<file path="src/rtl/core/tect_pkg.sv">
// Package: shared constants and types of the trajectory exit crossing test.
`timescale 1ns / 1ps

package tect_pkg;

    localparam int DEF_MAX_SEGMENTS = 32;
    localparam int DEF_COORD_WIDTH  = 16;

    localparam int COUNT_WIDTH = 6;
    localparam int INDEX_WIDTH = 5;

    localparam logic OP_WRITE = 1'b0;
    localparam logic OP_QUERY = 1'b1;

    localparam int STEP_WIDTH = 4;
    localparam logic [STEP_WIDTH-1:0] STEP_LAST = 4'd10;

    // sign of a difference of two products
    typedef struct packed {
        logic pos;
        logic zero;
    } sgn_t;

endpackage

</file>
<file path="src/rtl/core/tect_orient_unit.sv">
// Shared product unit: one multiply per cycle, signed compare of consecutive products.
`timescale 1ns / 1ps

module tect_orient_unit
    import tect_pkg::*;
#(
    parameter int COORD_WIDTH = DEF_COORD_WIDTH
)
(
    input  logic                          clk,
    input  logic signed [COORD_WIDTH-1:0] lhs_a,
    input  logic signed [COORD_WIDTH-1:0] lhs_b,
    input  logic signed [COORD_WIDTH-1:0] rhs_a,
    input  logic signed [COORD_WIDTH-1:0] rhs_b,
    output sgn_t                          sign
);

    localparam int DIFF_W = COORD_WIDTH + 1;
    localparam int PROD_W = 2 * DIFF_W;

    logic signed [DIFF_W-1:0] lhs_diff;
    logic signed [DIFF_W-1:0] rhs_diff;
    logic signed [PROD_W-1:0] prod;
    logic signed [PROD_W-1:0] prod_reg;
    logic signed [PROD_W-1:0] prev_reg;

    assign lhs_diff = DIFF_W'(lhs_a) - DIFF_W'(lhs_b);
    assign rhs_diff = DIFF_W'(rhs_a) - DIFF_W'(rhs_b);
    assign prod     = PROD_W'(lhs_diff) * PROD_W'(rhs_diff);

    always_ff @(posedge clk)
    begin
        prod_reg <= prod;
        prev_reg <= prod_reg;
    end

    // sign of (older product - newer product)
    assign sign.pos  = prev_reg > prod_reg;
    assign sign.zero = prev_reg == prod_reg;

endmodule

</file>
<file path="config.mk">
export PLATFORM = sky130hd
export DESIGN_NAME = tect_orient_unit
export DESIGN_NICKNAME = d
export VERILOG_FILES = /design/src/rtl/core/tect_pkg.sv /design/src/rtl/core/tect_orient_unit.sv
export SDC_FILE = /design/constraint.sdc
export NUM_CORES = 1
export LEC_CHECK = 0
export BUFFER_PORTS_ARGS = -buffer_cell sky130_fd_sc_hd__buf_2
export CAP_MARGIN = 5
export CELL_PAD_IN_SITES_DETAIL_PLACEMENT = 0
export CELL_PAD_IN_SITES_GLOBAL_PLACEMENT = 1
export CORE_ASPECT_RATIO = 1.5
export CORE_UTILIZATION = 25
export CTS_CLUSTER_SIZE = 14
export DETAILED_ROUTE_END_ITERATION = 12
export HOLD_SLACK_MARGIN = 0.06
export PLACE_DENSITY_LB_ADDON = 0.1
export SETUP_SLACK_MARGIN = 0.2
export SLEW_MARGIN = 20
export SYNTH_ARGS = -nofsm -noshare
export SYNTH_HDL_FRONTEND = slang
export SYNTH_SLANG_ARGS = --single-unit
</file>
<file path="constraint.sdc">
create_clock -name clk -period 11.4 [get_ports clk]
set_input_delay 1.14 -clock clk [delete_from_list [all_inputs] [get_ports clk]]
set_output_delay 1.14 -clock clk [all_outputs]
set_load 0.005 [all_outputs]
</file>
* Word level (Yosys, flattened, before mapping) *
Index checks and enable logic that the tools add are counted.

operators by class
  $add $sub $neg = 2
  $mul = 1
  order comparisons = 1
  equal/unequal tests = 1

operators with widths
  cell                          number
  == test 34 bit                1
  > comparator 34 bit           1
  multiplier 17 x 17 -> 34 bit  1
  subtractor 16 x 16 -> 17 bit  2

storage, ports and cells
  register bits after elaboration = 68

* Longest topological paths before layout *
  depth in word-level cells = 2
  mapped depth = 35

* Worst setup path before layout *
No wires, ideal clock.

  path type = in2reg
  start = in lhs_a[0]
  end = reg prod_reg[33]
  library setup time = 0.072 ns
  data arrival time = 8.801 ns
  slack = 2.527 ns
  stages on the path = 35
  cell sequence = inv_1 > ha_1 > inv_1 > fa_1 > a211oi_1 > nor2_1 > o2111a_1 > o221ai_1 > nor2b_1 > o21a_1 > nor2_1 > xnor2_1 > clkbuf_1 > nand2_1 > fa_1 > inv_1 > fa_1 > inv_1 > fa_1 > inv_1 > fa_1 > fa_1 > inv_1 > fa_1 > inv_1 > ha_1 > a22o_1 > nor4_1 > o2bb2ai_1 > a31oi_1 > a31oi_1 > nor3_1 > or3_1 > a21oi_1 > xnor2_1

on the way
  cells in the longest elaborated chain, start to end = 2

ends and longest elaborated chain
  item                          line                    source
  start: declaration            tect_orient_unit.sv:11  input logic signed [COORD_WIDTH-1:0] lhs_a,
  subtractor 16 x 16 -> 17 bit  tect_orient_unit.sv:27  assign lhs_diff = DIFF_W'(lhs_a) - DIFF_W'(lhs_b);
  multiplier 17 x 17 -> 34 bit  tect_orient_unit.sv:29  assign prod = PROD_W'(lhs_diff) * PROD_W'(rhs_diff);
  net prod[33]                  tect_orient_unit.sv:23  logic signed [PROD_W-1:0] prod;
  end signal: assignment        tect_orient_unit.sv:33  prod_reg <= prod;
  end: declaration              tect_orient_unit.sv:24  logic signed [PROD_W-1:0] prod_reg;

The timed path passes the listed nets, and every way through them passes these cells.

* Worst setup path in the final report *
Ends and elaborated chain as after synthesis.

==> impl_metrics.env <==
export IMPL_post_route_util=0.284
export IMPL_hold_viol_final=0
export IMPL_die_x_microns=199
export IMPL_crit_arrival_ns=9.53
export IMPL_syn_avg_cell_area_sq_um=8.92
export IMPL_synth_xor_area_frac=0.0422
export IMPL_cts_root_buf="clkbuf_16"
export IMPL_grt_pass1_wl_mm=70.5
export IMPL_place_hpwl_mm=38.4
export IMPL_slew_viol_final=0
export IMPL_track_usage=0.161
export IMPL_r2r_start="prod_reg[10]$_DFF_P_"
export IMPL_relSlewSlack=0.275
export IMPL_io_pins=67
export IMPL_area_growth_syn_to_layout_pct=11.8
export IMPL_firstDrtPassIters=5
export IMPL_rsz0062_at_grt="false"
export IMPL_cts_hold_buffers=0
export IMPL_vias_per_cell=4.31
export IMPL_ys_warn_count=0
export IMPL_drt_iter0_drc=313
export IMPL_area_sequential_sq_mm=0.00136
export IMPL_cts_tree="done"
export IMPL_nets=2225
export IMPL_place_congestion=0.773
export IMPL_h_tree_depth=3
export IMPL_ys_flop_type="dfxtp_1"
export IMPL_async_flop_share=0
export IMPL_drv_cap=0
export IMPL_drive_above_1_share=0.0781
export IMPL_worst_pin_slew_ns=1.08
export IMPL_finalCritPeriodShare=0.818
export IMPL_crit_top_cell="fa_1"
export IMPL_fmax_ghz=0.107
export IMPL_period_needed_ns=9.33
export IMPL_dieArea_sq_mm=0.0591
export IMPL_wl_met2_mm=26.6
export IMPL_synth_fa_ha_area_frac=0.540
export IMPL_yosysSeqAreaShare=0.0936
export IMPL_grt_max_degree=19
export IMPL_final_antenna_net_count=0
export IMPL_crit_type="primary input to flip-flop"
export IMPL_synth_cell_types=66
export IMPL_cp_required_ns=11.60
export IMPL_drcViolationCount=0
export IMPL_synth_edf_count=0
export IMPL_layout_commonest_cell="inv_1"
export IMPL_crit_path_max_fanout=10
export IMPL_highest_layer="met4"
export IMPL_setup_viol=0
export IMPL_cts_made_buffers=9
export IMPL_n_fill_cell=6241
export IMPL_wl_per_cell_microns=17.8
export IMPL_met1Wirelength_mm=15.8
export IMPL_critPathMaxStageDelay_ns=0.54
export IMPL_muxShareOfSynthArea=0.00207
export IMPL_die_h_microns=297
export IMPL_initial_core_util=0.254
export IMPL_finalWirelength_mm=44.1
export IMPL_worst_setup_path_start_kind="primary input"
export IMPL_clockBufferDepth=2
export IMPL_final_cell_mix="inv_1 (402), fa_1 (298), nand2_1 (175)"
export IMPL_setup_tns_final_ns=0
export IMPL_syn_inst=1630
export IMPL_syn_nets=2144
export IMPL_route_met3_wl_microns=748
export IMPL_antenna_found_initial=0
export IMPL_worst_setup_path_end_kind="flip-flop"
export IMPL_diodes=0
export IMPL_synth_simple_area_share=0.133
export IMPL_synth_compound_area_frac=0.0760
export IMPL_clk_latency_ns=0.33
export IMPL_io_buffer_count=66
export IMPL_critPathSlowestCell="fa_1"
export IMPL_synth_top_family_by_area="adder cells"
export IMPL_grt_overflow=0
export IMPL_syn_area_sq_mm=0.0145
export IMPL_dp_cells=2463
export IMPL_synth_seq_cells=68
export IMPL_final_instance_count_excl_fill=2478
export IMPL_worst_clock_skew_ns=0.00607
export IMPL_route_vias_total=10700
export IMPL_grt_pass1_vias=12600
export IMPL_clk_pin_slew_worst_paths_ns=0.06
export IMPL_coreArea_sq_mm=0.0572
export IMPL_std_cell_rows=107
export IMPL_hold_start="prod_reg[22]$_DFF_P_"
export IMPL_startpoint="lhs_a[0]"
export IMPL_cts_setup_buffers=0
export IMPL_multi_input_area_sq_mm=0.0116
export IMPL_worstHoldPathType="flip-flop to flip-flop"
export IMPL_status="completed"
export IMPL_ctsResizeCount=0
export IMPL_clock_sinks=68
==> critical path: cells and delay by family <==
| kind | cells | cell delay (ns) |
|---|---|---|
| fa+ha+maj | 9 | 3.87 |
| compound gates | 12 | 2.84 |
| simple gates | 5 | 1.02 |
| buf+inv | 7 | 0.56 |
| xor+xnor | 1 | 0.09 |
==> final cells by class <==
class / instances / share of cell area
Clock buffer: 9 / 0.0138
Clock inverter: 6 / 0.00408
Inverter: 403 / 0.0930
Multi-Input combinational cell: 1129 / 0.711
Sequential cell: 68 / 0.0837
Tap cell: 763 / 0.0587
Timing Repair Buffer: 100 / 0.0360
==> layer usage <==
layer	track usage	up-vias
li1	-	5070
met1	0.162	5462
met2	0.341	113
met3	0.00975	31
met4	0.0407	0
met5	0	-
==> worst paths after layout <==
path	to	slack, ns	cells past startpoint
setup / recovery	prod_reg[33]$_DFF_P_	2.07	34
hold / removal	prev_reg[22]$_DFF_P_	0.35	0
setup reg to reg	prev_reg[10]$_DFF_P_	10.97	0
hold reg to reg	prev_reg[22]$_DFF_P_	0.35	0
==> kinds of logic after synthesis <==
logic type	after synthesis
fa+ha+maj	449
compound gates	170
xor+xnor	70
mux	3
flops	68
simple gates	437
buf+inv	433
==> cells in the mapped netlist, drive strengths merged (9+ instances only) <==
| cell | n | share of area |
|---|---|---|
| a21o | 30 | 0.015 |
| nand4 | 9 | 0.0039 |
| ha | 151 | 0.13 |
| nand2 | 175 | 0.045 |
| inv | 402 | 0.10 |
| nand2b | 20 | 0.0086 |
| nor2b | 23 | 0.0099 |
| xnor2 | 47 | 0.028 |
| a21oi | 48 | 0.017 |
| dfxtp | 68 | 0.094 |
| and2 | 20 | 0.0088 |
| xor2 | 23 | 0.014 |
| nor2 | 149 | 0.038 |
| o21ai | 40 | 0.014 |
| fa | 298 | 0.41 |
| nor3 | 11 | 0.0041 |
| clkbuf | 25 | 0.0065 |
==> stage by stage <==
step | worst slack, ns | area (sq um) | hold WS, ns
after floorplan | 2.53 | 14500 | 0.331
after global placement | 1.73 | 16000 | 0.334
after detailed placement | 1.66 | 16000 | 0.336
after CTS | 2.00 | 16300 | 0.346
after global routing | 1.41 | 16300 | 0.358
final | 2.07 | 16300 | 0.345
Power is not shown: default switching activity piles up to over one toggle a cycle in this logic, so the estimate is an artifact.
